[config.mk]
export PLATFORM = sky130hd
export DESIGN_NAME = gcr_sync_and_byte_decoder
export DESIGN_NICKNAME = d
export VERILOG_FILES = /design/src/rtl/gsbd_pkg.sv /design/src/rtl/gsbd_cfg_regs.sv /design/src/rtl/gsbd_in_reg.sv /design/src/rtl/gsbd_decode.sv /design/src/rtl/gcr_sync_and_byte_decoder.sv
export SDC_FILE = /design/constraint.sdc
export NUM_CORES = 1
export LEC_CHECK = 0
export ABC_AREA = 1
export BUFFER_PORTS_ARGS = -buffer_cell sky130_fd_sc_hd__buf_2
export CAP_MARGIN = 20
export CORE_AREA = 2 2 122 88
export DETAILED_ROUTE_END_ITERATION = 7
export DIE_AREA = 0 0 124 90
export PLACE_DENSITY_LB_ADDON = 0.2
export SETUP_SLACK_MARGIN = 0.2
export SLEW_MARGIN = 20
export SYNTH_ARGS = -nofsm -noshare
export SYNTH_HDL_FRONTEND = slang
export SYNTH_SLANG_ARGS = --single-unit
[constraint.sdc]
create_clock -name clk -period 3.7 [get_ports clk]
set_input_delay 0.74 -clock clk [delete_from_list [all_inputs] [get_ports clk]]
set_output_delay 0.74 -clock clk [all_outputs]
set_load 0.02 [all_outputs]
[src/rtl/gsbd_pkg.sv]
// Package for the GCR sync hunter and byte decoder.
// Holds shared types, widths, register indexes and the GCR code table.
// No dependencies.
`timescale 1ns / 1ps
`default_nettype none

package gsbd_pkg;

  localparam int unsigned SyncW     = 11;
  localparam int unsigned BlockW    = 9;
  localparam int unsigned RunW      = 11;
  localparam int unsigned BitPosW   = 4;
  localparam int unsigned CfgIndexW = 8;
  localparam int unsigned CfgDataW  = 11;

  localparam logic [RunW-1:0]    RunLimit     = 11'd1024;
  localparam logic [BitPosW-1:0] LastBitPos   = 4'd9;
  localparam logic [SyncW-1:0]   SyncReset    = 11'd40;
  localparam logic [BlockW-1:0]  BlockReset   = 9'd8;
  localparam logic [7:0]         BadCode      = 8'hFF;

  // Configuration register indexes
  localparam logic [CfgIndexW-1:0] RegSyncLength = 8'd0;
  localparam logic [CfgIndexW-1:0] RegBlockBytes = 8'd1;

  typedef struct packed {
    logic [SyncW-1:0]  sync_run_min;
    logic [BlockW-1:0] block_bytes;
  } cfg_t;

  typedef struct packed {
    logic [7:0] byte_out;
    logic       code_error;
    logic       last_byte;
    logic       checksum_ok;
    logic       block_code_error;
  } result_t;

  // Map a 5-bit GCR code to its nibble; invalid codes give BadCode.
  function automatic logic [7:0] gcr_nibble(input logic [4:0] code);
    logic [7:0] nib;
    begin
      case (code)
        5'h09: nib = 8'h08;
        5'h0A: nib = 8'h00;
        5'h0B: nib = 8'h01;
        5'h0D: nib = 8'h0C;
        5'h0E: nib = 8'h04;
        5'h0F: nib = 8'h05;
        5'h12: nib = 8'h02;
        5'h13: nib = 8'h03;
        5'h15: nib = 8'h0F;
        5'h16: nib = 8'h06;
        5'h17: nib = 8'h07;
        5'h19: nib = 8'h09;
        5'h1A: nib = 8'h0A;
        5'h1B: nib = 8'h0B;
        5'h1D: nib = 8'h0D;
        5'h1E: nib = 8'h0E;
        default: nib = BadCode;
      endcase
      return nib;
    end
  endfunction

endpackage

`default_nettype wire

[src/rtl/gsbd_cfg_regs.sv]
// Configuration registers for the GCR decoder: sync length and block length.
// Depends on gsbd_pkg.
`timescale 1ns / 1ps
`default_nettype none

module gsbd_cfg_regs import gsbd_pkg::*; (
  input  wire logic                 clk,
  input  wire logic                 rst,
  input  wire logic                 cfg_valid,
  output logic                      cfg_ready,
  input  wire logic [CfgIndexW-1:0] cfg_index,
  input  wire logic [CfgDataW-1:0]  cfg_data,
  output cfg_t                      cfg
);

  assign cfg_ready = 1'b1;

  // Write the addressed register; drop writes to unknown indexes
  always_ff @(posedge clk) begin
    if (rst) begin
      cfg.sync_run_min <= SyncReset;
      cfg.block_bytes  <= BlockReset;
    end else if (cfg_valid) begin
      if (cfg_index == RegSyncLength) begin
        cfg.sync_run_min <= cfg_data[SyncW-1:0];
      end else if (cfg_index == RegBlockBytes) begin
        cfg.block_bytes <= cfg_data[BlockW-1:0];
      end
    end
  end

endmodule

`default_nettype wire

[src/rtl/gsbd_in_reg.sv]
// Input register for the raw bit stream.
// No package dependencies.
`timescale 1ns / 1ps
`default_nettype none

module gsbd_in_reg (
  input  wire logic clk,
  input  wire logic rst,
  input  wire logic in_valid_s,
  output logic      in_ready_s,
  input  wire logic in_bit_s,
  input  wire logic take,
  output logic      bit_valid,
  output logic      bit_data
);

  // Accept when empty or when the held bit leaves this cycle
  assign in_ready_s = !bit_valid || take;

  always_ff @(posedge clk) begin
    if (rst) begin
      bit_valid <= 1'b0;
    end else if (in_ready_s) begin
      bit_valid <= in_valid_s;
    end
  end

  // Hold the payload until it is taken
  always_ff @(posedge clk) begin
    if (in_ready_s && in_valid_s) begin
      bit_data <= in_bit_s;
    end
  end

endmodule

`default_nettype wire

[src/rtl/gsbd_decode.sv]
// Sync hunter, GCR byte assembler and result register.
// Depends on gsbd_pkg for the code table, types and constants.
`timescale 1ns / 1ps
`default_nettype none

module gsbd_decode import gsbd_pkg::*; (
  input  wire logic clk,
  input  wire logic rst,
  input  cfg_t      cfg,
  input  wire logic bit_valid,
  input  wire logic bit_data,
  output logic      take,
  output logic      res_valid,
  input  wire logic res_ready,
  output result_t   res
);

  logic              in_block, in_block_next;
  logic [RunW-1:0]   ones_run, ones_run_next;
  logic [9:0]        code_shift, code_shift_next;
  logic [BitPosW-1:0] bit_position, bit_position_next;
  logic [BlockW-1:0] byte_position, byte_position_next;
  logic [7:0]        xor_accumulator, xor_accumulator_next;
  logic              error_seen, error_seen_next;

  logic              run_block;
  logic [9:0]        base_shift;
  logic [BitPosW-1:0] base_bitpos;
  logic [BlockW-1:0] base_bytepos;
  logic [7:0]        base_xor;
  logic              base_err;
  logic [9:0]        shifted;
  logic [7:0]        hi_nib, lo_nib, byte_val, xor_new;
  logic              err, err_all, last, emit;
  logic [BlockW:0]   pos_plus;
  result_t           res_next;

  // Take the held bit when the result slot is free or drains now
  assign take = bit_valid && (!res_valid || res_ready);

  // Block path runs inside a block or on the zero that ends a sync run
  assign run_block = in_block || (!bit_data && (ones_run >= cfg.sync_run_min));

  // A fresh block starts from cleared state
  assign base_shift   = in_block ? code_shift      : '0;
  assign base_bitpos  = in_block ? bit_position    : '0;
  assign base_bytepos = in_block ? byte_position   : '0;
  assign base_xor     = in_block ? xor_accumulator : '0;
  assign base_err     = in_block ? error_seen      : 1'b0;

  assign shifted = {base_shift[8:0], bit_data};

  // Decode both codes; an invalid low code forces the whole byte high
  assign hi_nib   = gcr_nibble(shifted[9:5]);
  assign lo_nib   = gcr_nibble(shifted[4:0]);
  assign err      = (hi_nib == BadCode) || (lo_nib == BadCode);
  assign byte_val = {hi_nib[3:0], 4'h0} | lo_nib;
  assign xor_new  = (base_bytepos != '0) ? (base_xor ^ byte_val) : base_xor;
  assign err_all  = base_err || err;
  assign pos_plus = {1'b0, base_bytepos} + {{BlockW{1'b0}}, 1'b1};
  assign last     = pos_plus >= {1'b0, cfg.block_bytes};
  assign emit     = run_block && (base_bitpos == LastBitPos);

  always_comb begin
    in_block_next        = in_block;
    ones_run_next        = ones_run;
    code_shift_next      = code_shift;
    bit_position_next    = bit_position;
    byte_position_next   = byte_position;
    xor_accumulator_next = xor_accumulator;
    error_seen_next      = error_seen;
    res_next.byte_out         = byte_val;
    res_next.code_error       = err;
    res_next.last_byte        = last;
    res_next.checksum_ok      = last && (xor_new == 8'h00);
    res_next.block_code_error = last && err_all;
    if (run_block) begin
      in_block_next        = 1'b1;
      ones_run_next        = '0;
      code_shift_next      = shifted;
      bit_position_next    = base_bitpos + 4'd1;
      byte_position_next   = base_bytepos;
      xor_accumulator_next = base_xor;
      error_seen_next      = base_err;
      if (emit) begin
        bit_position_next = '0;
        if (last) begin
          // End of block: back to hunting
          in_block_next        = 1'b0;
          code_shift_next      = '0;
          byte_position_next   = '0;
          xor_accumulator_next = '0;
          error_seen_next      = 1'b0;
        end else begin
          byte_position_next   = pos_plus[BlockW-1:0];
          xor_accumulator_next = xor_new;
          error_seen_next      = err_all;
        end
      end
    end else if (bit_data) begin
      // Count ones, saturating
      if (ones_run < RunLimit) begin
        ones_run_next = ones_run + 11'd1;
      end
    end else begin
      ones_run_next = '0;
    end
  end

  // Advance decoder state on each taken bit
  always_ff @(posedge clk) begin
    if (rst) begin
      in_block        <= 1'b0;
      ones_run        <= '0;
      code_shift      <= '0;
      bit_position    <= '0;
      byte_position   <= '0;
      xor_accumulator <= '0;
      error_seen      <= 1'b0;
    end else if (take) begin
      in_block        <= in_block_next;
      ones_run        <= ones_run_next;
      code_shift      <= code_shift_next;
      bit_position    <= bit_position_next;
      byte_position   <= byte_position_next;
      xor_accumulator <= xor_accumulator_next;
      error_seen      <= error_seen_next;
    end
  end

  // Result register: load on a completed byte, clear once taken
  always_ff @(posedge clk) begin
    if (rst) begin
      res_valid <= 1'b0;
    end else if (take && emit) begin
      res_valid <= 1'b1;
    end else if (res_ready) begin
      res_valid <= 1'b0;
    end
  end

  always_ff @(posedge clk) begin
    if (take && emit) begin
      res <= res_next;
    end
  end

endmodule

`default_nettype wire

[src/rtl/gcr_sync_and_byte_decoder.sv]
// GCR sync hunter and 4-to-5 byte decoder, top level.
// Each byte is registered as its tenth bit leaves the input register.
// Throughput: one raw bit per cycle; a held result stalls the input only
// while m_tready is low.
// Reset (rst, synchronous): hunting, registers empty, sync run 40, block 8.
// Depends on gsbd_pkg, gsbd_cfg_regs, gsbd_in_reg, gsbd_decode.
`timescale 1ns / 1ps
`default_nettype none

module gcr_sync_and_byte_decoder import gsbd_pkg::*; (
  input  wire logic                 clk,
  input  wire logic                 rst,
  input  wire logic                 s_tvalid,
  output logic                      s_tready,
  input  wire logic [7:0]           s_tdata,   // [0] bit_in, [7:1] zero
  output logic                      m_tvalid,
  input  wire logic                 m_tready,
  // [7:0] byte_out, [8] code_error, [9] checksum_ok, [10] block_code_error
  output logic [15:0]               m_tdata,
  output logic                      m_tlast,   // last_byte
  input  wire logic                 cfg_valid,
  output logic                      cfg_ready,
  input  wire logic [CfgIndexW-1:0] cfg_index,
  input  wire logic [CfgDataW-1:0]  cfg_data
);

  cfg_t    cfg;
  result_t res;
  logic    take;
  logic    bit_valid;
  logic    bit_data;

  gsbd_cfg_regs u_cfg (
    .clk       (clk),
    .rst       (rst),
    .cfg_valid (cfg_valid),
    .cfg_ready (cfg_ready),
    .cfg_index (cfg_index),
    .cfg_data  (cfg_data),
    .cfg       (cfg)
  );

  gsbd_in_reg u_in (
    .clk        (clk),
    .rst        (rst),
    .in_valid_s (s_tvalid),
    .in_ready_s (s_tready),
    .in_bit_s   (s_tdata[0]),
    .take       (take),
    .bit_valid  (bit_valid),
    .bit_data   (bit_data)
  );

  gsbd_decode u_dec (
    .clk       (clk),
    .rst       (rst),
    .cfg       (cfg),
    .bit_valid (bit_valid),
    .bit_data  (bit_data),
    .take      (take),
    .res_valid (m_tvalid),
    .res_ready (m_tready),
    .res       (res)
  );

  // Pack the result request
  assign m_tdata = {5'd0, res.block_code_error, res.checksum_ok, res.code_error, res.byte_out};
  assign m_tlast = res.last_byte;

endmodule

`default_nettype wire
==> impl_metrics.tcl <==
set metrics [dict create \
    cts.sinks 78 \
    nets 799 \
    synth_area_leaders "dfxtp_1 (27%), nand2_1 (13%), edfxtp_1 (8.0%)" \
    end_kind "register" \
    wl_per_cell_um 13.01 \
    die_w_um 124 \
    setup_viol 0 \
    synth_top_cell_by_area "dfxtp_1" \
    overflow 0 \
    total_power_w 0.002055 \
    status "finished, final reports clean" \
    hold_path.class "register to register" \
    std_cell_rows 31 \
    synth_commonest_cells "nand2_1 (171), inv_1 (91), nor2_1 (85)" \
    holdCritStartpoint "u_cfg.cfg[0]" \
    synth.most_common_cell "nand2_1" \
    yosysSeqAreaShare_pct 34.68 \
    final.setup.tns_ns 0 \
    drv_slew 0 \
    async_flop_share_pct 0 \
    wl_mm 11.37 \
    critPathRequiredTime_ns 3.93 \
    clk_pin_slew_ns 0.06 \
    p_per_area_nw_per_um2 376.9 \
    path_max_fanout 13 \
    ios 52 \
    max_cap_violations 0 \
    fp.dieH_um 90 \
    grt.total_usage_pct 22.09 \
    numCtsBuffers 9 \
    cts_hold_buffers 0 \
    cts-resized-gates 0 \
    ys_types 41 \
    core-area_um2 10080 \
    via_per_inst 5.130 \
    worstSetupStartpoint "u_dec.in_block" \
    start_util_pct 48.36 \
    drt-initial-drc-count 330 \
    post-synth-top-area-fraction_pct 26.68 \
    dr.pass1.iters 5 \
    die-area_um2 11160 \
    syn_inst 706 \
    finalCriticalPeriod_ns 3.142 \
    synth.avg_cell_area_um2 6.908 \
    final_antenna_net_count 0 \
    grt_pass1_wl_mm 19.82 \
    yosysWarnings 0 \
    finalClockSkew_ns 0.006630 \
    slew_headroom_pct 59.84 \
    dp_slack_ns 0.3578 \
    dpl.cell_count 858 \
    critical_path_class "register to register" \
    finalWorstSetupSlack_ns 0.5581 \
    io_buffers 38 \
    hold_violations 0 \
    clkLatencyLatePin_ns 0.34 \
    ys.flop_type "dfxtp_1" \
    fmax_mhz 318.3 \
    synth_edf_count 13 \
    vias 4484 \
    antennaDiodeCount 0 \
    drcViolationCount 0 \
    syn_to_final_growth_pct 11.83 \
    arrival_ns 3.37 \
    place_congestion 0.8930 \
    cts.htree.levels 3 \
    cts_root_buf "clkbuf_16" \
    synth_area_um2 4877 \
    cts_max_path_buffers 2 \
    antenna_found_initial 0 \
    synth-seq-cells 78 \
    rsz0062_at_grt "no" \
    startpoint_type "register" \
    fin_cells 874 \
    worst_slew_pin_slew_ns 0.6018 \
    grt_pass1_vias 4273 \
    post_cts_buffers 0 \
    drive_gt1_share_pct 13.21 \
    timing.final.crit_share_pct 84.92 \
    vdd_drop_max_v 0.0002098 \
    grt_start_max_net_pins 42 \
    dp.final_hpwl_mm 8.248 \
    p_leak_nw 2.553 \
    crit-reg2reg-launch "u_dec.in_block" \
    cts_tree "yes" \
]
[power by group]
part           switching [W]  total, W  internal [W]  leakage, nW
Sequential         0.0000159  0.000892      0.000876        0.612
Combinational      0.0000879  0.000129     0.0000413         1.77
Clock               0.000371   0.00103      0.000663        0.168
Total               0.000475   0.00206       0.00158         2.55
[critical path: stages (launching register included)]
cell	delay, ns
dfxtp_2	0.42
nand2_1	0.13
inv_1	0.19
ha_1	0.22
inv_1	0.06
nor3_1	0.27
xor2_1	0.25
inv_1	0.07
ha_1	0.28
nand2_1	0.06
nor2_1	0.11
nand2_1	0.07
nand2_1	0.07
nand2_1	0.05
nand2_1	0.06
nand2_1	0.09
nand3_2	0.26
inv_1	0.15
a21oi_1	0.16
nor2_1	0.06
[layer usage]
| metal | GRT usage [%] | vias to the layer above | wire, um | share of wire [%] |
|---|---|---|---|---|
| met5 | 0 | - | 0 | 0 |
| met4 | 6.086 | 0 | 137 | 1.2 |
| met3 | 4.569 | 15 | 647 | 5.7 |
| met2 | 33.52 | 128 | 4768 | 42 |
| met1 | 31.70 | 2023 | 5815 | 51 |
| li1 | - | 2318 | - | - |
[final timing paths]
kind	to	slack, ns	cells after the start
max	u_dec.xor_accumulator[5]	0.56	19
max reg2reg	u_dec.xor_accumulator[5]	0.56	19
min reg2reg	u_cfg.cfg[0]	0.45	2
min	u_cfg.cfg[0]	0.45	2
[cells in the final DEF (no fill, tap or decap), types with 3 or more instances in the layout]
master     synthesis  final
nand2_1          171    170
inv_1             91     91
nor2_1            85     85
dfxtp_1           65     64
a21oi_1           55     55
o21ai_0           48     48
nand3_1           45     45
buf_2              5     38
ha_1              30     30
edfxtp_1          13     13
nand2_2           10     11
xor2_1            11     11
nor3_1            10     10
clkbuf_16          0      9
inv_2              7      7
nand3_2            7      7
conb_1             2      6
buf_4              8      5
nand4_1            3      3
a21oi_2            3      3
a211oi_1           3      3
o211ai_1           3      3
bufinv_16          0      3
[kinds of logic (layout without fill, tap and decap cells)]
logic type / count (synthesis) / after routing / share of synthesized area, %
DFF: 78 / 78 / 34.68
AOI/OAI and AO/OA: 115 / 115 / 12.62
adders and majority gates: 30 / 30 / 7.696
xor gates and xnor gates: 11 / 11 / 1.975
other: 2 / 6 / 0.1540
and+or+nand+nor: 344 / 344 / 31.56
buffers and inverters: 126 / 158 / 11.31
[sequential cells by signal, summed over array words and instances (netlist names)]
name                   cells
u_cfg.cfg                 20
u_dec.bit_position         4
u_dec.byte_position        9
u_dec.code_shift           9
u_dec.error_seen           1
u_dec.in_block             1
u_dec.ones_run            11
u_dec.res                 12
u_dec.res_valid            1
u_dec.xor_accumulator      8
u_in.bit_data              1
u_in.bit_valid             1
[layout make-up]
type | instances | area, um2
clock buffers | 9 | 225.2
clock inverters | 7 | 120.1
fillers | 957 | 4631
inverters | 99 | 371.6
multi-input cells | 506 | 2651
flip-flops and latches | 78 | 1693
well taps | 132 | 165.2
repair buffers | 43 | 227.7
[stage by stage]
step                      cell area (um2)  util [%]  hold WS (ns)
after detailed placement             5105     50.62        0.4480
after global routing                 5454     54.08        0.4729
after global placement               5105     50.62        0.4459
after floorplan                      4892         -        0.4280
final                                5454     54.08        0.4534
after CTS                            5450     54.04        0.4577
No activity file was read; power rests on OpenSTA's default activity.
